<file path="src/rtl/ga_og_pkg.sv">
// Shared types, constants and the sequencer control store for the
// offspring generator. No dependencies.
`timescale 1ns / 1ps

package ga_og_pkg;

   localparam int MUTABLE_WORDS = 4;
   localparam int WORD_BITS     = 16;
   localparam int WORD_IDX_W    = $clog2(MUTABLE_WORDS);
   localparam int MUT_DRAWS     = MUTABLE_WORDS * WORD_BITS;
   localparam int MUT_CNT_W     = $clog2(MUT_DRAWS);
   localparam int BIT_IDX_W     = $clog2(WORD_BITS);

   localparam logic [31:0] ZERO_SUB   = 32'h6D2B79F5;
   localparam logic [31:0] PPM_SCALE  = 32'd1000000;
   localparam logic [19:0] HALF_PPM   = 20'd500000;
   // floor(2^50 / 1e6); quotient is low by at most one
   localparam logic [30:0] RECIP_1E6  = 31'd1125899906;
   localparam int          RECIP_SHIFT = 50;
   localparam int          QUOT_W     = 13;
   localparam int          REM_W      = 21;
   localparam int          PPM_W      = 20;

   localparam logic [1:0] CSR_SEED      = 2'd0;
   localparam logic [1:0] CSR_CROSSOVER = 2'd1;
   localparam logic [1:0] CSR_MUTATION  = 2'd2;

   localparam int STEP_W = 5;

   typedef struct packed {
      logic [15:0] parent_a_node0;
      logic [15:0] parent_a_node1;
      logic [15:0] parent_a_node2;
      logic [15:0] parent_a_node3;
      logic [15:0] parent_b_node0;
      logic [15:0] parent_b_node1;
      logic [15:0] parent_b_node2;
      logic [15:0] parent_b_node3;
   } req_data_type;

   typedef struct packed {
      logic [15:0] child_node0;
      logic [15:0] child_node1;
      logic [15:0] child_node2;
      logic [15:0] child_node3;
      logic        did_crossover;
   } rsp_data_type;

   // what a draw is used for; KIND_NONE marks an empty pipeline slot
   typedef enum logic [2:0] {
      KIND_NONE,
      KIND_CROSS,
      KIND_HALF,
      KIND_MUT,
      KIND_PICK,
      KIND_BIT
   } draw_kind_type;

   typedef struct packed {
      draw_kind_type        kind;
      logic [MUT_CNT_W-1:0] idx;
   } draw_tag_type;

   typedef struct packed {
      draw_kind_type        kind;
      logic [MUT_CNT_W-1:0] idx;
      logic                 pass;
      logic [BIT_IDX_W-1:0] low;
   } draw_res_type;

   typedef enum logic [2:0] {
      OP_IDLE,
      OP_STEP,
      OP_LOOP,
      OP_BR_NOX,
      OP_BR_FLIP,
      OP_DONE
   } seq_op_type;

   typedef struct packed {
      seq_op_type            op;
      draw_kind_type         kind;
      logic [WORD_IDX_W-1:0] word;
      logic [STEP_W-1:0]     target;
   } ctrl_word_type;

   localparam logic [STEP_W-1:0] STEP_IDLE = 5'd0;
   localparam logic [STEP_W-1:0] STEP_MUT  = 5'd10;
   localparam logic [STEP_W-1:0] STEP_DONE = 5'd20;

   // control store; each branch sits behind plain steps that let the draw it tests
   // pass the s1, s2 and s3 pipeline registers and land in its flag register
   function automatic ctrl_word_type ctrl_rom(input logic [STEP_W-1:0] step);
      ctrl_word_type cw;
      cw = '{op: OP_STEP, kind: KIND_NONE, word: '0, target: STEP_IDLE};
      unique case (step)
         5'd0:  cw.op = OP_IDLE;
         5'd1:  cw.kind = KIND_CROSS;
         5'd2, 5'd3, 5'd4: cw.op = OP_STEP;
         5'd5:  begin
            cw.op     = OP_BR_NOX;
            cw.target = STEP_MUT;
         end
         5'd6:  begin cw.kind = KIND_HALF; cw.word = 2'd0; end
         5'd7:  begin cw.kind = KIND_HALF; cw.word = 2'd1; end
         5'd8:  begin cw.kind = KIND_HALF; cw.word = 2'd2; end
         5'd9:  begin cw.kind = KIND_HALF; cw.word = 2'd3; end
         5'd10: begin
            cw.op   = OP_LOOP;
            cw.kind = KIND_MUT;
         end
         5'd11, 5'd12, 5'd13: cw.op = OP_STEP;
         5'd14: begin
            cw.op     = OP_BR_FLIP;
            cw.target = STEP_DONE;
         end
         5'd15: cw.kind = KIND_PICK;
         5'd16: cw.kind = KIND_BIT;
         5'd17, 5'd18, 5'd19: cw.op = OP_STEP;
         5'd20: begin
            cw.op     = OP_DONE;
            cw.target = STEP_IDLE;
         end
         default: begin
            cw.op     = OP_DONE;
            cw.target = STEP_IDLE;
         end
      endcase
      return cw;
   endfunction

endpackage

</file>
<file path="src/rtl/ga_og_offspring_generator.sv">
// Top level of the offspring generator: microcoded sequencer, child words,
// output register. Depends on ga_og_pkg and ga_og_draw_pipe.
`timescale 1ns / 1ps

// Builds one child per item from two parents' four 16-bit words: a
// crossover draw, four per-word parent draws when crossover is taken,
// 64 per-bit mutation draws and, if nothing flipped, two draws that pick
// one bit to flip. One item is worked at a time: the single xorshift
// generator makes at most one draw per cycle, and at each of the two
// branches the sequencer waits for the mod-1e6 pipeline to return the
// draw it tests and for it to land in a flag register. The result
// sits in an output register, so the next item is accepted while it waits.
// Writing csr index 0 reloads the generator state; indexes 1 and 2 set the
// crossover and per-bit mutation chance in parts per million.

module ga_offspring_generator (
   input  logic                    clock,
   input  logic                    reset,
   input  logic                    req_valid,
   output logic                    req_ready,
   input  ga_og_pkg::req_data_type req_data,
   output logic                    rsp_valid,
   input  logic                    rsp_ready,
   output ga_og_pkg::rsp_data_type rsp_data,
   input  logic                    csr_we,
   input  logic [1:0]              csr_index,
   input  logic [31:0]             csr_wdata
);

   logic [ga_og_pkg::STEP_W-1:0]    step_ff, step_in;
   logic [ga_og_pkg::MUT_CNT_W-1:0] mut_cnt_ff, mut_cnt_in;
   logic [ga_og_pkg::PPM_W-1:0]     cross_ppm_ff, mut_ppm_ff;
   logic [15:0] child_ff [ga_og_pkg::MUTABLE_WORDS];
   logic [15:0] par_b_ff [ga_og_pkg::MUTABLE_WORDS];
   logic        cross_ff, flipped_ff;
   logic [ga_og_pkg::WORD_IDX_W-1:0] pick_ff;
   logic        rsp_valid_ff;
   ga_og_pkg::rsp_data_type rsp_data_ff;

   ga_og_pkg::ctrl_word_type cw;
   ga_og_pkg::draw_tag_type  tag;
   ga_og_pkg::draw_res_type  res;
   logic accept, issue, done_fire, seed_load;

   assign cw        = ga_og_pkg::ctrl_rom(step_ff);
   assign req_ready = (cw.op == ga_og_pkg::OP_IDLE);
   assign accept    = req_valid && req_ready;
   assign done_fire = (cw.op == ga_og_pkg::OP_DONE) && (!rsp_valid_ff || rsp_ready);
   assign issue     = (cw.kind != ga_og_pkg::KIND_NONE);
   assign seed_load = csr_we && (csr_index == ga_og_pkg::CSR_SEED);

   always_comb begin
      tag.kind = cw.kind;
      tag.idx  = (cw.op == ga_og_pkg::OP_LOOP) ? mut_cnt_ff :
                 {{(ga_og_pkg::MUT_CNT_W-ga_og_pkg::WORD_IDX_W){1'b0}}, cw.word};
   end

   ga_og_draw_pipe u_draw (
      .clock        (clock),
      .reset        (reset),
      .seed_load    (seed_load),
      .seed_value   (csr_wdata),
      .issue        (issue),
      .issue_tag    (tag),
      .cross_chance (cross_ppm_ff),
      .flip_chance  (mut_ppm_ff),
      .res          (res)
   );

   // step sequencing
   always_comb begin
      step_in    = step_ff + 1'b1;
      mut_cnt_in = mut_cnt_ff;
      unique case (cw.op)
         ga_og_pkg::OP_IDLE: begin
            step_in    = accept ? step_ff + 1'b1 : step_ff;
            mut_cnt_in = '0;
         end
         ga_og_pkg::OP_STEP: step_in = step_ff + 1'b1;
         ga_og_pkg::OP_LOOP: begin
            mut_cnt_in = mut_cnt_ff + 1'b1;
            if (mut_cnt_ff != ga_og_pkg::MUT_CNT_W'(ga_og_pkg::MUT_DRAWS - 1)) begin
               step_in = step_ff;
            end
         end
         ga_og_pkg::OP_BR_NOX:  step_in = cross_ff ? step_ff + 1'b1 : cw.target;
         ga_og_pkg::OP_BR_FLIP: step_in = flipped_ff ? cw.target : step_ff + 1'b1;
         ga_og_pkg::OP_DONE:    step_in = done_fire ? cw.target : step_ff;
         default:               step_in = ga_og_pkg::STEP_IDLE;
      endcase
   end

   always_ff @(posedge clock) begin
      if (reset) begin
         step_ff      <= ga_og_pkg::STEP_IDLE;
         mut_cnt_ff   <= '0;
         cross_ppm_ff <= 20'd700000;
         mut_ppm_ff   <= 20'd30000;
         rsp_valid_ff <= 1'b0;
      end else begin
         step_ff    <= step_in;
         mut_cnt_ff <= mut_cnt_in;
         if (csr_we && (csr_index == ga_og_pkg::CSR_CROSSOVER)) begin
            cross_ppm_ff <= csr_wdata[ga_og_pkg::PPM_W-1:0];
         end
         if (csr_we && (csr_index == ga_og_pkg::CSR_MUTATION)) begin
            mut_ppm_ff <= csr_wdata[ga_og_pkg::PPM_W-1:0];
         end
         if (done_fire) begin
            rsp_valid_ff <= 1'b1;
         end else if (rsp_ready) begin
            rsp_valid_ff <= 1'b0;
         end
      end
   end

   // child words: loaded from parent A, then updated as draw results land
   always_ff @(posedge clock) begin
      if (accept) begin
         child_ff[0] <= req_data.parent_a_node0;
         child_ff[1] <= req_data.parent_a_node1;
         child_ff[2] <= req_data.parent_a_node2;
         child_ff[3] <= req_data.parent_a_node3;
         par_b_ff[0] <= req_data.parent_b_node0;
         par_b_ff[1] <= req_data.parent_b_node1;
         par_b_ff[2] <= req_data.parent_b_node2;
         par_b_ff[3] <= req_data.parent_b_node3;
         cross_ff    <= 1'b0;
         flipped_ff  <= 1'b0;
      end else begin
         case (res.kind)
            ga_og_pkg::KIND_CROSS: cross_ff <= res.pass;
            ga_og_pkg::KIND_HALF: begin
               if (!res.pass) begin
                  child_ff[res.idx[ga_og_pkg::WORD_IDX_W-1:0]] <=
                     par_b_ff[res.idx[ga_og_pkg::WORD_IDX_W-1:0]];
               end
            end
            ga_og_pkg::KIND_MUT: begin
               if (res.pass) begin
                  child_ff[res.idx[ga_og_pkg::MUT_CNT_W-1:ga_og_pkg::BIT_IDX_W]]
                     [res.idx[ga_og_pkg::BIT_IDX_W-1:0]] <=
                     ~child_ff[res.idx[ga_og_pkg::MUT_CNT_W-1:ga_og_pkg::BIT_IDX_W]]
                     [res.idx[ga_og_pkg::BIT_IDX_W-1:0]];
                  flipped_ff <= 1'b1;
               end
            end
            ga_og_pkg::KIND_PICK: pick_ff <= res.low[ga_og_pkg::WORD_IDX_W-1:0];
            ga_og_pkg::KIND_BIT: begin
               child_ff[pick_ff][res.low] <= ~child_ff[pick_ff][res.low];
            end
            default: begin
            end
         endcase
      end
      if (done_fire) begin
         rsp_data_ff.child_node0   <= child_ff[0];
         rsp_data_ff.child_node1   <= child_ff[1];
         rsp_data_ff.child_node2   <= child_ff[2];
         rsp_data_ff.child_node3   <= child_ff[3];
         rsp_data_ff.did_crossover <= cross_ff;
      end
   end

   assign rsp_valid = rsp_valid_ff;
   assign rsp_data  = rsp_data_ff;

endmodule

</file>
<file path="src/rtl/ga_og_draw_pipe.sv">
// Xorshift32 generator with a three-stage mod-1e6 pipeline and ppm compare.
// Depends on ga_og_pkg.
`timescale 1ns / 1ps

module ga_og_draw_pipe (
   input  logic                      clock,
   input  logic                      reset,
   input  logic                      seed_load,
   input  logic [31:0]               seed_value,
   input  logic                      issue,
   input  ga_og_pkg::draw_tag_type   issue_tag,
   input  logic [ga_og_pkg::PPM_W-1:0] cross_chance,
   input  logic [ga_og_pkg::PPM_W-1:0] flip_chance,
   output ga_og_pkg::draw_res_type   res
);

   logic [31:0] rng_ff, rng_in;
   logic [31:0] x0, x1, x2, x3;

   ga_og_pkg::draw_tag_type s1_tag_ff, s2_tag_ff, s3_tag_ff;
   logic [31:0] s1_x_ff, s2_x_ff;
   logic [ga_og_pkg::QUOT_W-1:0] s2_q_ff, s2_q_in;
   logic [ga_og_pkg::PPM_W-1:0] s3_r_ff, s3_r_in;
   logic [ga_og_pkg::BIT_IDX_W-1:0] s3_low_ff;
   logic [62:0] prod;
   logic [31:0] qm, diff;
   logic [ga_og_pkg::REM_W-1:0] rem;
   logic [ga_og_pkg::REM_W-1:0] rem_fix;

   always_comb begin
      x0 = (rng_ff != 32'd0) ? rng_ff : ga_og_pkg::ZERO_SUB;
      x1 = x0 ^ (x0 << 13);
      x2 = x1 ^ (x1 >> 17);
      x3 = x2 ^ (x2 << 5);
      if (seed_load) begin
         rng_in = seed_value;
      end else if (issue) begin
         rng_in = x3;
      end else begin
         rng_in = rng_ff;
      end
   end

   // stage 1: reciprocal multiply for the quotient
   assign prod    = {31'd0, s1_x_ff} * {32'd0, ga_og_pkg::RECIP_1E6};
   assign s2_q_in = prod[ga_og_pkg::RECIP_SHIFT +: ga_og_pkg::QUOT_W];

   // stage 2: remainder, one correction
   assign qm      = {19'd0, s2_q_ff} * ga_og_pkg::PPM_SCALE;
   assign diff    = s2_x_ff - qm;
   assign rem     = diff[ga_og_pkg::REM_W-1:0];
   assign rem_fix = (rem >= ga_og_pkg::PPM_SCALE[ga_og_pkg::REM_W-1:0]) ?
                    rem - ga_og_pkg::PPM_SCALE[ga_og_pkg::REM_W-1:0] : rem;
   assign s3_r_in = rem_fix[ga_og_pkg::PPM_W-1:0];

   always_ff @(posedge clock) begin
      if (reset) begin
         rng_ff    <= 32'd3;
         s1_tag_ff <= '{kind: ga_og_pkg::KIND_NONE, idx: '0};
         s2_tag_ff <= '{kind: ga_og_pkg::KIND_NONE, idx: '0};
         s3_tag_ff <= '{kind: ga_og_pkg::KIND_NONE, idx: '0};
      end else begin
         rng_ff    <= rng_in;
         s1_tag_ff <= issue ? issue_tag :
                      ga_og_pkg::draw_tag_type'{kind: ga_og_pkg::KIND_NONE, idx: '0};
         s2_tag_ff <= s1_tag_ff;
         s3_tag_ff <= s2_tag_ff;
      end
      s1_x_ff   <= x3;
      s2_x_ff   <= s1_x_ff;
      s2_q_ff   <= s2_q_in;
      s3_r_ff   <= s3_r_in;
      s3_low_ff <= s2_x_ff[ga_og_pkg::BIT_IDX_W-1:0];
   end

   always_comb begin
      res.kind = s3_tag_ff.kind;
      res.idx  = s3_tag_ff.idx;
      res.low  = s3_low_ff;
      case (s3_tag_ff.kind)
         ga_og_pkg::KIND_CROSS: res.pass = s3_r_ff < cross_chance;
         ga_og_pkg::KIND_HALF:  res.pass = s3_r_ff < ga_og_pkg::HALF_PPM;
         ga_og_pkg::KIND_MUT:   res.pass = s3_r_ff < flip_chance;
         default:               res.pass = 1'b0;
      endcase
   end

endmodule

</file>
<file path="config.mk">
export PLATFORM = sky130hd
export DESIGN_NAME = ga_offspring_generator
export DESIGN_NICKNAME = d
export VERILOG_FILES = /design/src/rtl/ga_og_pkg.sv /design/src/rtl/ga_og_offspring_generator.sv /design/src/rtl/ga_og_draw_pipe.sv
export SDC_FILE = /design/constraint.sdc
export NUM_CORES = 2
export LEC_CHECK = 0
export BUFFER_PORTS_ARGS = -buffer_cell sky130_fd_sc_hd__buf_4
export CORE_MARGIN = 8
export CORE_UTILIZATION = 24
export DETAILED_ROUTE_END_ITERATION = 8
export SETUP_SLACK_MARGIN = 0.1
export SKIP_CTS_REPAIR_TIMING = 1
export SYNTH_ARGS = -nofsm -noshare
export SYNTH_HDL_FRONTEND = slang
export SYNTH_SLANG_ARGS = --single-unit
</file>
<file path="constraint.sdc">
create_clock -name clock -period 14.1 [get_ports clock]
set_input_delay 2.82 -clock clock [delete_from_list [all_inputs] [get_ports clock]]
set_output_delay 2.82 -clock clock [all_outputs]
set_load 0.02 [all_outputs]
</file>
### Yosys cells after proc, flatten, opt, wreduce, memory -nomap -nowiden

Memory sizes are Yosys's and may differ from the RTL's. A register that Yosys moved wholly into a read port is not among the register bits.
Cells that the tools add are included.

* flip-flop bits (word level): 206
* bits in writable memories: 128
* output and inout bits: 67
* logic and storage cells: 160
* memories: 2

Memories
* child_ff: words 4, bits a word 16, read ports 6, clocked after Yosys merged registers in 6, write ports 4, RTL line ga_og_offspring_generator.sv:33 `logic [15:0] child_ff [ga_og_pkg::MUTABLE_WORDS];`
* par_b_ff: words 4, bits a word 16, read ports 1, clocked after Yosys merged registers in 1, write ports 4, RTL line ga_og_offspring_generator.sv:34 `logic [15:0] par_b_ff [ga_og_pkg::MUTABLE_WORDS];`

* $add $sub $neg: 4
* multiply operators: 2
* order comparisons: 8
* equality and inequality tests: 35
* multiplexer cells: 52
* bitwise gates (word level): 8
* reductions and logical operators: 27

Operators with widths (count)
* 2-to-1 mux 16 bit: 7
* 2-to-1 mux 32 bit: 3
* OR reduction 16 bit: 4
* bitwise XOR 32 bit: 2
* multiplier 32 x 30 -> 62 bit, second input constant: 1
* == test 5 x 4 -> 1 bit, second input constant: 8
* < comparator 20 bit: 2
* nonzero test 32 bit: 1
* bitwise XOR 32 x 15 -> 32 bit: 1
* one-hot mux 3 bit (5 select lines): 2
* one-hot mux 5 bit (6 select lines): 1
* 2-to-1 mux 5 bit: 5
* greater-or-equal comparator 21 x 20 -> 1 bit, second input constant: 1
* subtractor 21 bit: 1
* == test 5 x 3 -> 1 bit, second input constant: 4
* == test 5 bit, second input constant: 4
* < comparator 20 x 19 -> 1 bit, second input constant: 1
* 2-to-1 mux 20 bit: 1
* subtractor 20 bit, second input constant: 1
* 2-to-1 mux 1 bit: 18
* multiplier 13 x 14 -> 15 bit, second input constant: 1
* 2-to-1 mux 2 bit: 7
* == test 3 x 2 -> 1 bit, second input constant: 4
* == test 3 bit, second input constant: 4
* other kinds (32): 52

### Logic depth before layout (Yosys ltp)

* depth after elaboration: 11
* gate-level depth with buffers: 24

### Hierarchy

Synthesis repeated with hierarchy kept, for this count alone.

* cell total of the unflattened synthesis: 3276
* area total of the unflattened synthesis: 35302.6 um2

Modules (own cells, without submodules)
* ga_og_draw_pipe: times used 1, cells each 2256, area an instance 22923.2 um2, seq. area each 2902.8 um2
* ga_offspring_generator: times used 1, cells each 1020, area an instance 12379.4 um2, seq. area each 6976.7 um2

### Worst setup path after synthesis

Ideal clock, no wire load.

* path type: flip-flop to flip-flop
* start point: register u_draw.s1_x_ff[29]
* end point: register u_draw.s2_q_ff[11] in the netlist's numbering
* setup time: 0.072 ns
* arrival time: 6.565 ns
* path slack: 7.463 ns
* cell stages (with the launch flop): 23
* period minus slack after synthesis: 6.637 ns
* cells stage by stage: dfxtp_1 > inv_1 > fa_1 > inv_1 > fa_1 > inv_1 > fa_1 > fa_1 > inv_1 > fa_1 > fa_1 > fa_1 > ha_1 > ha_1 > and4_1 > and4_1 > a2111oi_0 > o2bb2ai_1 > o211ai_1 > a21oi_1 > o21ai_1 > a21oi_1 > xnor2_1

* word-level cells in the longest chain between the ends: 1

RTL lines
* start: declaration: RTL line ga_og_draw_pipe.sv:21 `logic [31:0] s1_x_ff, s2_x_ff;`
* start signal: assignment: RTL line ga_og_draw_pipe.sv:69 `s1_x_ff <= x3;`
* multiplier 32 x 30 -> 62 bit: RTL line ga_og_draw_pipe.sv:45 `assign prod = {31'd0, s1_x_ff} * {32'd0, ga_og_pkg::RECIP_1E6};`
* net u_draw.prod[61]: RTL line ga_og_draw_pipe.sv:25 `logic [62:0] prod;`
* end signal: assignment: RTL line ga_og_draw_pipe.sv:71 `s2_q_ff <= s2_q_in;`
* end: declaration: RTL line ga_og_draw_pipe.sv:22 `logic [ga_og_pkg::QUOT_W-1:0] s2_q_ff, s2_q_in;`

The timed path passes the listed nets, and every way through them passes these cells.
A chain may end at the register's enable or synchronous reset.

### Final worst setup path

* start point: register u_draw.s1_x_ff[15]
* end point: register u_draw.s2_q_ff[11] in the netlist's numbering

Same word-level chain as after synthesis.

==> reports/metrics.yaml <==
synthesis:
  synth_largest_area_cell: "fa_1"
  synth_most_common_cell: "inv_1"
  async_flop_share_pct: 0
  yosys_register_bits: 396
  syn_avg_cell_area_um2: 10.9
  syn_area_um2: 34600
  ys_warn_count: 0
  ys.flop_type: "dfxtp_1"
  syn-num-nets: 4182
  synthTopCellsByArea: "fa_1 20%, ha_1 18%, edfxtp_1 17%"
  ys_types: 82
  yosysSeqAreaShare_pct: 28.5
  yosysTopAreaCellShare_pct: 20.2
  synthCells: 3180
  netlist_top_cells_count: "514 x inv_1, 486 x ha_1, 349 x fa_1"
  synth_edf_count: 195
sta:
  max-slew-margin-rel_pct: 19.2
  fmax_ghz: 0.126
  fin_crit_sh_pct: 56.1
  slew_viol_final: 0
  tightest_slew_ns: 1.20
  setup_ws_ns: 6.19
  setup_viol: 0
  final.min_clock_period_ns: 7.91
  tns_ns: 0
  hold_viol: 0
  finClkSkew_ns: 0.0351
  rsz0062_at_grt: "false"
cts:
  clkTransAtPathRegs_ns: 0.06
  cts-root-buf: "clkbuf_16"
  cts_made_buffers: 47
  cts.path.max_buffers: 3
  cts_tree: "built"
  h-tree-depth: 2
  clk_latency_ns: 0.60
  clock_sinks: 396
critical_path:
  path_class: "flip-flop to flip-flop"
  worstPathRequired_ns: 14.62
  crit_fanout: 11
  critPathCaptureType: "flip-flop"
  cp-start-kind: "flip-flop"
  cp.arrival_ns: 8.42
outcome:
  status: "finished, final reports clean"
finish:
  seqCellArea_um2: 9880
  fin_cells: 5323
  num-nets-final: 4380
  layout-drive-gt1-share_pct: 13.5
  nFillCells: 14900
  stdcell_area_um2: 40100
  area_growth_pct: 15.7
  multiInputGateArea_um2: 22400
grt:
  track_usage_pct: 12.2
  grt_pass1_vias: 24700
  antenna_found_initial: 6
  overflow: 0
  grt_max_degree: 68
  grt_pass1_wl_um: 150000
placed_design:
  hpwl_um: 80500
  routabilityCongestion: 0.935
  placed_area_um2: 38500
  place_ws_ns: 6.13
  numPortBuffers: 233
  dp_cells: 5232
die:
  core_area_um2: 143000
  fp.dieArea_um2: 157000
  rows: 139
  pin_count: 234
  start_util_pct: 24.1
  die_h_um: 396
  die_x_um: 396
route:
  dr.first_iter.drc_count: 1765
  wirelength_um: 98500
  antenna_left: 0
  routedWlPerCell_um: 18.5
  drtPass1Iterations: 5
  drcViolationCount: 0
  viasPerCell: 4.50
  vias: 23900
flow_run:
  drv_cap: 0
worst_hold_path:
  hold_path_class: "flip-flop to flip-flop"
==> area by class of cell <==
| type | instances | share of cell area (%) |
|---|---|---|
| Antenna cell | 4 | 0.0250 |
| Clock buffer | 55 | 3.06 |
| Clock inverter | 32 | 0.940 |
| Inverter | 515 | 4.82 |
| Multi-Input combinational cell | 2164 | 55.8 |
| Sequential cell | 396 | 24.7 |
| Tap cell | 1903 | 5.94 |
| Timing Repair Buffer | 254 | 4.76 |
==> stage by stage <==
stage	util, %	hold WS [ns]
4_1_cts	27.9	0.351
6_report	27.9	0.351
3_5_place_dp	26.8	0.340
2_1_floorplan	-	0.332
5_1_grt	27.9	0.359
3_3_place_gp	26.8	0.341
==> routing by layer <==
metal  track usage, %  part of all wire (%)
met5                0                 0.013
met4             3.49                   2.9
met3             1.23                   4.4
met2             21.2                    50
met1             15.9                    43
==> sequential cells by signal, indices dropped and copies added (netlist names), 20 cells and up, named ones only <==
signal,count
rsp_data,65
child_ff,64
par_b_ff,64
u_draw.rng_ff,32
u_draw.s1_x_ff,32
u_draw.s2_x_ff,21
cross_ppm_ff,20
mut_ppm_ff,20
u_draw.s3_r_ff,20
==> cells by family after synthesis <==
family          Yosys count  synth area share [%]
xor+xnor                164                  4.15
compound gates          463                  8.86
fa+ha+maj               835                  37.7
simple gates            573                  7.78
mux                     129                  5.98
flops                   396                  28.5
buf+inv                 620                  6.95
==> path summary, 6_finish.rpt <==
kind	startpoint	endpoint	slack [ns]	depth (start not counted)
max	u_draw.s1_x_ff[15]	u_draw.s2_q_ff[11]	6.19	18
min	u_draw.s2_x_ff[3]	u_draw.s3_r_ff[3]	0.35	0
max reg2reg	u_draw.s1_x_ff[15]	u_draw.s2_q_ff[11]	6.19	18
min reg2reg	u_draw.s2_x_ff[3]	u_draw.s3_r_ff[3]	0.35	0
==> layout by cell type, fill, tap and decap left out, types with 36 or more instances in the layout <==
master / Yosys / layout
a21o_1: 53 / 53
a21oi_1: 143 / 143
buf_4: 4 / 254
clkbuf_16: 0 / 47
dfxtp_1: 201 / 199
edfxtp_1: 195 / 195
fa_1: 349 / 349
ha_1: 486 / 486
inv_1: 514 / 514
mux2_2: 51 / 51
mux4_2: 39 / 39
nand2_1: 141 / 141
nor2_1: 210 / 210
nor2b_1: 36 / 36
nor3_1: 41 / 41
o21ai_0: 101 / 101
xnor2_1: 94 / 94
xor2_1: 70 / 70
==> worst max-delay path, cell delays in order, from the launching register on <==
cell and delay (ns):
dfxtp_1 0.80, inv_1 0.37, fa_1 0.61, fa_1 0.47
fa_1 0.54, fa_1 0.52, inv_1 0.05, fa_1 0.50
fa_1 0.52, fa_1 0.49, ha_1 0.30, ha_1 0.36
a211o_1 0.33, a221oi_1 0.57, o211ai_1 0.42, a21oi_1 0.46
o21ai_1 0.17, a21oi_1 0.20, xnor2_1 0.13
Power is not shown: default switching activity piles up to over one toggle a cycle in this logic, so the estimate is an artifact.
